**src/rtl/core/rkd_pkg.sv**
```systemverilog
// rkd_pkg: shared types, constants and helpers for the rotary knob detent mode selector
// no dependencies; used by rkd_step, the top level and the port checker

package rkd_pkg;

  localparam int unsigned ANGLE_W  = 12;
  localparam int unsigned THRESH_W = 11;
  localparam int unsigned SHIFT_W  = 4;
  localparam int unsigned MODE_W   = 4;
  localparam int unsigned CFG_IDX_W = 1;

  // number of selectable modes, 2 to 16
  localparam int unsigned MODE_TOTAL = 5;

  localparam logic [THRESH_W-1:0] THRESH_RST = THRESH_W'(16);
  localparam logic [SHIFT_W-1:0]  SHIFT_RST  = SHIFT_W'(9);
  localparam logic [MODE_W-1:0]   MODE_RST   = MODE_W'(1);
  localparam logic [MODE_W-1:0]   MODE_LAST  = MODE_W'(MODE_TOTAL - 1);

  // configuration register indexes
  localparam logic [CFG_IDX_W-1:0] REG_MOVE_THRESHOLD = CFG_IDX_W'(0);
  localparam logic [CFG_IDX_W-1:0] REG_DETENT_SHIFT   = CFG_IDX_W'(1);

  typedef struct packed {
    logic                primed;
    logic [ANGLE_W-1:0]  last_moved_angle;
    logic [ANGLE_W-1:0]  anchor_angle;
    logic                step_armed;
    logic                active_turn;
    logic [MODE_W-1:0]   mode_index;
  } knob_state_t;

  typedef struct packed {
    logic [MODE_W-1:0] current_mode;
    logic              step_pulse;
    logic              step_up;
    logic              turn_began;
    logic              commit_pulse;
    logic              turning;
  } knob_result_t;

  // wrapping mode step, mode is always below MODE_TOTAL
  function automatic logic [MODE_W-1:0] mode_step(input logic [MODE_W-1:0] mode,
                                                  input logic up);
    logic [MODE_W-1:0] res;
    if (up) begin
      res = (mode == MODE_LAST) ? '0 : mode + MODE_W'(1);
    end else begin
      res = (mode == '0) ? MODE_LAST : mode - MODE_W'(1);
    end
    return res;
  endfunction

endpackage

```
**src/rtl/core/rkd_step.sv**
```systemverilog
// rkd_step: next-state and result logic for one angle sample
// depends on rkd_pkg for the state and result structs

module rkd_step (
  input  rkd_pkg::knob_state_t                   state,
  input  logic [rkd_pkg::ANGLE_W-1:0]            angle,
  input  logic [rkd_pkg::THRESH_W-1:0]           move_threshold,
  input  logic [rkd_pkg::SHIFT_W-1:0]            detent_shift,
  output rkd_pkg::knob_state_t                   state_nxt,
  output rkd_pkg::knob_result_t                  result
);

  logic [rkd_pkg::ANGLE_W:0]   diff;
  logic [rkd_pkg::ANGLE_W:0]   diff_abs;
  logic [rkd_pkg::ANGLE_W-1:0] mag;
  logic                        moving;
  logic                        up;
  logic [rkd_pkg::ANGLE_W-1:0] offset;
  logic [rkd_pkg::ANGLE_W-1:0] offset_sh;
  logic                        detent_bit;

  always_comb begin
    diff       = {1'b0, angle} - {1'b0, state.last_moved_angle};
    diff_abs   = diff[rkd_pkg::ANGLE_W] ? (~diff + 1'b1) : diff;
    mag        = diff_abs[rkd_pkg::ANGLE_W-1:0];
    moving     = mag > {1'b0, move_threshold};
    // sign gives direction, half a turn or more means the angle wrapped
    up         = ~diff[rkd_pkg::ANGLE_W] ^ mag[rkd_pkg::ANGLE_W-1];
    offset     = angle - state.anchor_angle;
    offset_sh  = offset >> detent_shift;
    detent_bit = offset_sh[0];

    state_nxt = state;
    result    = '0;

    if (!state.primed) begin
      state_nxt.primed           = 1'b1;
      state_nxt.last_moved_angle = angle;
      state_nxt.anchor_angle     = angle;
    end else if (moving) begin
      result.turn_began          = ~state.active_turn;
      state_nxt.active_turn      = 1'b1;
      state_nxt.last_moved_angle = angle;
      if (detent_bit) begin
        state_nxt.step_armed = 1'b0;
      end else if (!state.step_armed) begin
        state_nxt.step_armed = 1'b1;
        state_nxt.mode_index = rkd_pkg::mode_step(state.mode_index, up);
        result.step_pulse    = 1'b1;
        result.step_up       = up;
      end
    end else begin
      if (state.active_turn) begin
        state_nxt.step_armed = 1'b1;
        result.commit_pulse  = 1'b1;
      end
      state_nxt.active_turn  = 1'b0;
      state_nxt.anchor_angle = state.last_moved_angle;
    end

    result.current_mode = state_nxt.mode_index;
    result.turning      = state_nxt.active_turn;
  end

endmodule

```
**src/rtl/core/rotary_knob_detent_mode_selector.sv**
```systemverilog
// rotary_knob_detent_mode_selector: top level of the knob mode selector
// depends on rkd_pkg and rkd_step

// usage
// - input channel: in_valid / in_stall carry one 12-bit absolute angle sample per
//   transfer; a transfer happens when in_valid is high and in_stall low
// - result channel: out_valid / out_stall carry exactly one result per sample
//   (mode, step pulse and direction, turn start, commit, turning flag)
// - config channel: cfg_valid / cfg_ready with cfg_index and cfg_data;
//   index 0 is move_threshold, index 1 is detent_shift; cfg_ready is always high;
//   write only while no sample is in flight
// - path: a transferred sample is held in the input register, then its result in
//   the result register, from which the result transfer is made
//   (one input register, one result register)
// - throughput: one sample per cycle while out_stall is low, set by the
//   combinational state update in rkd_step between the input and result registers
// - reset (rst_n low, synchronous): both channels empty, thresholds back to 16
//   and 9, knob unprimed, mode 1, turn active, step armed
// - when the receiver stalls, the result holds; the input register still takes
//   a sample if it is empty, then in_stall rises until the result is taken

module rotary_knob_detent_mode_selector (
  input  logic                             clk,
  input  logic                             rst_n,

  input  logic                             in_valid,
  output logic                             in_stall,
  input  logic [rkd_pkg::ANGLE_W-1:0]      in_angle_sample,

  output logic                             out_valid,
  input  logic                             out_stall,
  output logic [rkd_pkg::MODE_W-1:0]       out_current_mode,
  output logic                             out_step_pulse,
  output logic                             out_step_up,
  output logic                             out_turn_began,
  output logic                             out_commit_pulse,
  output logic                             out_turning,

  input  logic                             cfg_valid,
  output logic                             cfg_ready,
  input  logic [rkd_pkg::CFG_IDX_W-1:0]    cfg_index,
  input  logic [rkd_pkg::THRESH_W-1:0]     cfg_data
);

  // configuration registers
  logic [rkd_pkg::THRESH_W-1:0] thresh_r;
  logic [rkd_pkg::SHIFT_W-1:0]  shift_r;

  // input stage
  logic                         in_vld_r;
  logic [rkd_pkg::ANGLE_W-1:0]  angle_r;

  // knob state and result stage
  rkd_pkg::knob_state_t  state_r;
  rkd_pkg::knob_state_t  state_nxt;
  rkd_pkg::knob_result_t res_nxt;
  rkd_pkg::knob_result_t res_r;
  logic                  out_vld_r;

  logic adv;       // result register can take a new result this cycle
  logic in_xfer;   // input transfer this cycle
  logic work;      // sample in the input register is processed this cycle

  assign adv      = ~out_vld_r | ~out_stall;
  assign in_stall = in_vld_r & ~adv;
  assign in_xfer  = in_valid & ~in_stall;
  assign work     = in_vld_r & adv;
  assign cfg_ready = 1'b1;

  rkd_step u_step (
    .state          (state_r),
    .angle          (angle_r),
    .move_threshold (thresh_r),
    .detent_shift   (shift_r),
    .state_nxt      (state_nxt),
    .result         (res_nxt)
  );

  // config writes
  always_ff @(posedge clk) begin
    if (!rst_n) begin
      thresh_r <= rkd_pkg::THRESH_RST;
      shift_r  <= rkd_pkg::SHIFT_RST;
    end else if (cfg_valid && cfg_ready) begin
      case (cfg_index)
        rkd_pkg::REG_MOVE_THRESHOLD: thresh_r <= cfg_data;
        rkd_pkg::REG_DETENT_SHIFT:   shift_r  <= cfg_data[rkd_pkg::SHIFT_W-1:0];
        default: ;
      endcase
    end
  end

  // input register: refills whenever the held sample moves on
  always_ff @(posedge clk) begin
    if (!rst_n) begin
      in_vld_r <= 1'b0;
    end else if (in_xfer) begin
      in_vld_r <= 1'b1;
    end else if (work) begin
      in_vld_r <= 1'b0;
    end
  end

  always_ff @(posedge clk) begin
    if (in_xfer) begin
      angle_r <= in_angle_sample;
    end
  end

  // knob state advances exactly once per processed sample
  always_ff @(posedge clk) begin
    if (!rst_n) begin
      state_r.primed           <= 1'b0;
      state_r.last_moved_angle <= '0;
      state_r.anchor_angle     <= '0;
      state_r.step_armed       <= 1'b1;
      state_r.active_turn      <= 1'b1;
      state_r.mode_index       <= rkd_pkg::MODE_RST;
    end else if (work) begin
      state_r <= state_nxt;
    end
  end

  // result register
  always_ff @(posedge clk) begin
    if (!rst_n) begin
      out_vld_r <= 1'b0;
    end else if (adv) begin
      out_vld_r <= in_vld_r;
    end
  end

  always_ff @(posedge clk) begin
    if (work) begin
      res_r <= res_nxt;
    end
  end

  assign out_valid        = out_vld_r;
  assign out_current_mode = res_r.current_mode;
  assign out_step_pulse   = res_r.step_pulse;
  assign out_step_up      = res_r.step_up;
  assign out_turn_began   = res_r.turn_began;
  assign out_commit_pulse = res_r.commit_pulse;
  assign out_turning      = res_r.turning;

endmodule

```
**config.mk**
```make
export PLATFORM = sky130hd
export DESIGN_NAME = rotary_knob_detent_mode_selector
export DESIGN_NICKNAME = d
export VERILOG_FILES = /design/src/rtl/core/rkd_pkg.sv /design/src/rtl/core/rkd_step.sv /design/src/rtl/core/rotary_knob_detent_mode_selector.sv
export SDC_FILE = /design/constraint.sdc
export NUM_CORES = 1
export LEC_CHECK = 0
export BUFFER_PORTS_ARGS = -buffer_cell sky130_fd_sc_hd__buf_2
export CAP_MARGIN = 10
export CORE_UTILIZATION = 60
export DETAILED_ROUTE_END_ITERATION = 12
export PLACE_DENSITY = 0.8
export SLEW_MARGIN = 20
export SYNTH_ARGS = -nofsm -noshare
export SYNTH_HDL_FRONTEND = slang
export SYNTH_SLANG_ARGS = --single-unit
```
**constraint.sdc**
```tcl
create_clock -name clk -period 9.92 [get_ports clk]
set_input_delay 0.992 -clock clk [delete_from_list [all_inputs] [get_ports clk]]
set_output_delay 0.992 -clock clk [all_outputs]
set_load 0.03 [all_outputs]
```
==> impl_metrics.toml <==
[floorplanning]
io_pins = 41
row_count = 31
dieArea_um2 = 8075
initial_core_util = 0.6285
die_h_um = 89.86
fp.dieW_um = 89.86
core_um2 = 7370

[power]
p_int_mw = 0.5746
clkPwrFrac = 0.328
seqPwrFrac = 0.387
combinationalPowerShare = 0.285
pwr_density_cell_nw_per_um2 = 162.4
p_sw_frac = 0.3096
irDropWorstVdd_mv = 0.08010
leakagePower_nw = 2.183
switchingPower_mw = 0.2576

[layout]
layout-area-overhead-vs-synth_pct = 10.62
drive_gt1_frac = 0.1170
seq_area_um2 = 1592
nNetsFinal = 644
diodes = 0
postLayoutCoreUtil = 0.6952
multi_input_area_um2 = 2788
mostFrequentLayoutCells = "nand2_1 (73), dfxtp_1 (48), inv_1 (46)"
fillers = 600
final_common_cell = "nand2_1"

[clock_tree]
cts-root-buf = "clkbuf_8"
clock_sinks = 69
clkLatencyLatePin_ns = 0.36
cts_max_level = 3
cts_tree = "built"
post_cts_buffers = 0
clkSlewWorstSetupHoldPaths_ns = 0.08
numCtsBuffers = 9
cts_resized = 0
ctsHoldBuffers = 0
clockBufferDepth = 2

[worst_setup_path]
path_max_fanout = 24
critPathArrivalTime_ns = 5.50
ff2ff_setup_slack_ns = 4.67
crit_type = "flop to flop"
cp_data_required_time_ns = 10.16
cp-start-kind = "flop"
crit_path_end_kind = "flop"

[route]
wl_per_cell_um = 14.43
drtAntennaViolNets = 0
first_iter_violations = 258
finalWirelength_um = 9815
vias_per_cell = 5.846
vias = 3975
drt-pass1-iter-count = 5
drc = 0

[logic_synthesis]
netlist_area_um2 = 4632
synth_edf_count = 21
yosysWarnings = 0
synth_top_family_by_area = "compound AO/OA/AOI/OAI gates"
synth_compound_area_frac = 0.2247
avgSynthCellArea_um2 = 8.530
ys_seq_area_frac = 0.3436
synth_seq_cells = 69
synth_fp_nets = 611
synth_cell_types = 68
yosys.area_share.simple = 0.1956
synth.top_cell.area_share = 0.2075
muxShareOfSynthArea = 0.03836
synthCells = 543
yosysTopAreaCell = "dfxtp_1"
async_flop_share = 0
synthAdderAreaFrac = 0.1086
synthTopCellsByArea = "dfxtp_1 (21%), edfxtp_1 (14%), ha_1 (10%)"
synthXorXnorAreaFrac = 0.03377
ys.flop_type = "dfxtp_1"

[placed_design]
gp_congestion = 0.8835
io_buffers = 39
hpwl_um = 7238

[global_routing]
grt_pass1_wl_um = 16530
grt_max_degree = 63
antenna_found_initial = 0
grt_pass1_vias = 3724
grt_overflow = 0
grt_usage = 0.2514

[worst_hold_path]
min_path_type = "flop to flop"

[sta]
tns_ns = 0
tightest_slew_ns = 1.011
setup_viol = 0
rsz0062_at_grt = "false"
clock.fmax_mhz = 190.3
period_share = 0.5297
timing.hold.ws_ns = 0.4732
maxSlewViolCount = 0
max_slew_margin = 0.3258
post-route-min-period_ns = 5.255
skew_ns = 0.01149
hold_viol = 0

[outcome]
status = "finished, final reports clean"

[flow_run]
maxCapViolations = 0
power groups by stage:
stage / combinational [mW] / sequential (mW) / clock (mW)
2_1_floorplan: 0.181 / 0.325 / 0
3_3_place_gp: 0.222 / 0.327 / 0
3_5_place_dp: 0.232 / 0.328 / 0
4_1_cts: 0.235 / 0.321 / 0.277
5_1_grt: 0.264 / 0.324 / 0.293
6_report: 0.237 / 0.322 / 0.273
cell usage after synthesis, types with 2 or more instances:
cell type and n:
a21boi_0 13, and3_1 2, nor3_1 3, nor4_1 2
a21o_1 3, and2_1 2, a41o_1 3, o21a_1 10
inv_1 46, xnor2_1 8, nand4_1 3, a21oi_1 25
ha_1 37, mux2_2 3, a31oi_1 5, a211oi_1 5
edfxtp_1 21, nor2b_1 13, a21boi_1 2, o2111ai_1 3
a32oi_1 2, a311oi_1 2, clkbuf_1 15, o21ai_0 35
mux2i_1 13, fa_1 2, nand2b_1 13, nand3_1 28
or3_1 5, o21bai_1 2, o211a_1 15, buf_1 3
a211o_1 2, nor2_1 24, nand4b_1 2, nand2_1 73
dfxtp_1 48, o211ai_1 7, or4_1 3, o21ai_1 3
a2111oi_0 3, xor2_1 8
cell families after synthesis:
family,count (synthesis)
buffers and inverters,66
adder cells (fa/ha/maj),39
multiplexers,17
flip-flops,69
XOR/XNOR,17
AO/OA/AOI/OAI,150
other,1
AND/OR/NAND/NOR,184
metrics by stage:
step / setup WS (ns) / cell area, um2 / power, mW / std cells
2_1_floorplan: 5.226 / 4632 / 0.5063 / 543
3_3_place_gp: 4.908 / 4893 / 0.5493 / 664
3_5_place_dp: 4.758 / 4893 / 0.5597 / 664
4_1_cts: 4.727 / 5124 / 0.8332 / 680
5_1_grt: 4.271 / 5124 / 0.8808 / 680
6_report: 4.665 / 5124 / 0.8322 / 680
layout make-up:
type                    count  share of cell area
inverters                  46             0.03370
well taps                  99             0.02418
multi-input cells         408              0.5441
clock inverters             5             0.01929
repair buffers             42             0.04249
flip-flops and latches     69              0.3106
clock buffers              11             0.02564
registers in the layout, summed over array words and instances, names as in the netlist:
register / flops
state_r: 31
angle_r: 12
thresh_r: 11
out_current_mode: 4
shift_r: 4
in_vld_r: 1
out_commit_pulse: 1
out_step_pulse: 1
out_step_up: 1
out_turn_began: 1
out_turning: 1
out_valid: 1
metal layers:
metal  wire [um]  share of wire  GRT usage  vias up
met1        4568           0.47     0.3131     1861
met3         295          0.030    0.04569       21
met5           0              0          0        -
met4         218          0.022     0.1210        0
li1            -              -          -     2007
met2        4733           0.48     0.4212       86
path summary, 6_finish.rpt:
kind	endpoint	from	depth (start not counted)
worst max-delay path	state_r[7]	angle_r[0]	21
worst min-delay path	thresh_r[1]	thresh_r[1]	2
worst max register to register	state_r[7]	angle_r[0]	21
worst min register to register	thresh_r[1]	thresh_r[1]	2
critical path, stage by stage, from the launching register on:
cell      delay [ns]
edfxtp_1        0.35
inv_1           0.07
ha_1            0.26
fa_1            0.43
nand2b_1        0.20
a211oi_2        0.29
nor3_2          0.10
a21oi_1         0.17
a211o_1         0.36
a31oi_1         0.10
xor2_1          0.17
ha_1            0.29
o21ai_0         0.20
nand2b_1        0.08
a21oi_1         0.19
a41o_1          0.12
a31oi_1         0.04
or2_1           0.25
mux2i_2         0.34
o21a_1          0.74
o211ai_1        0.21
o211a_1         0.18
(Power assumes the default switching activity.)
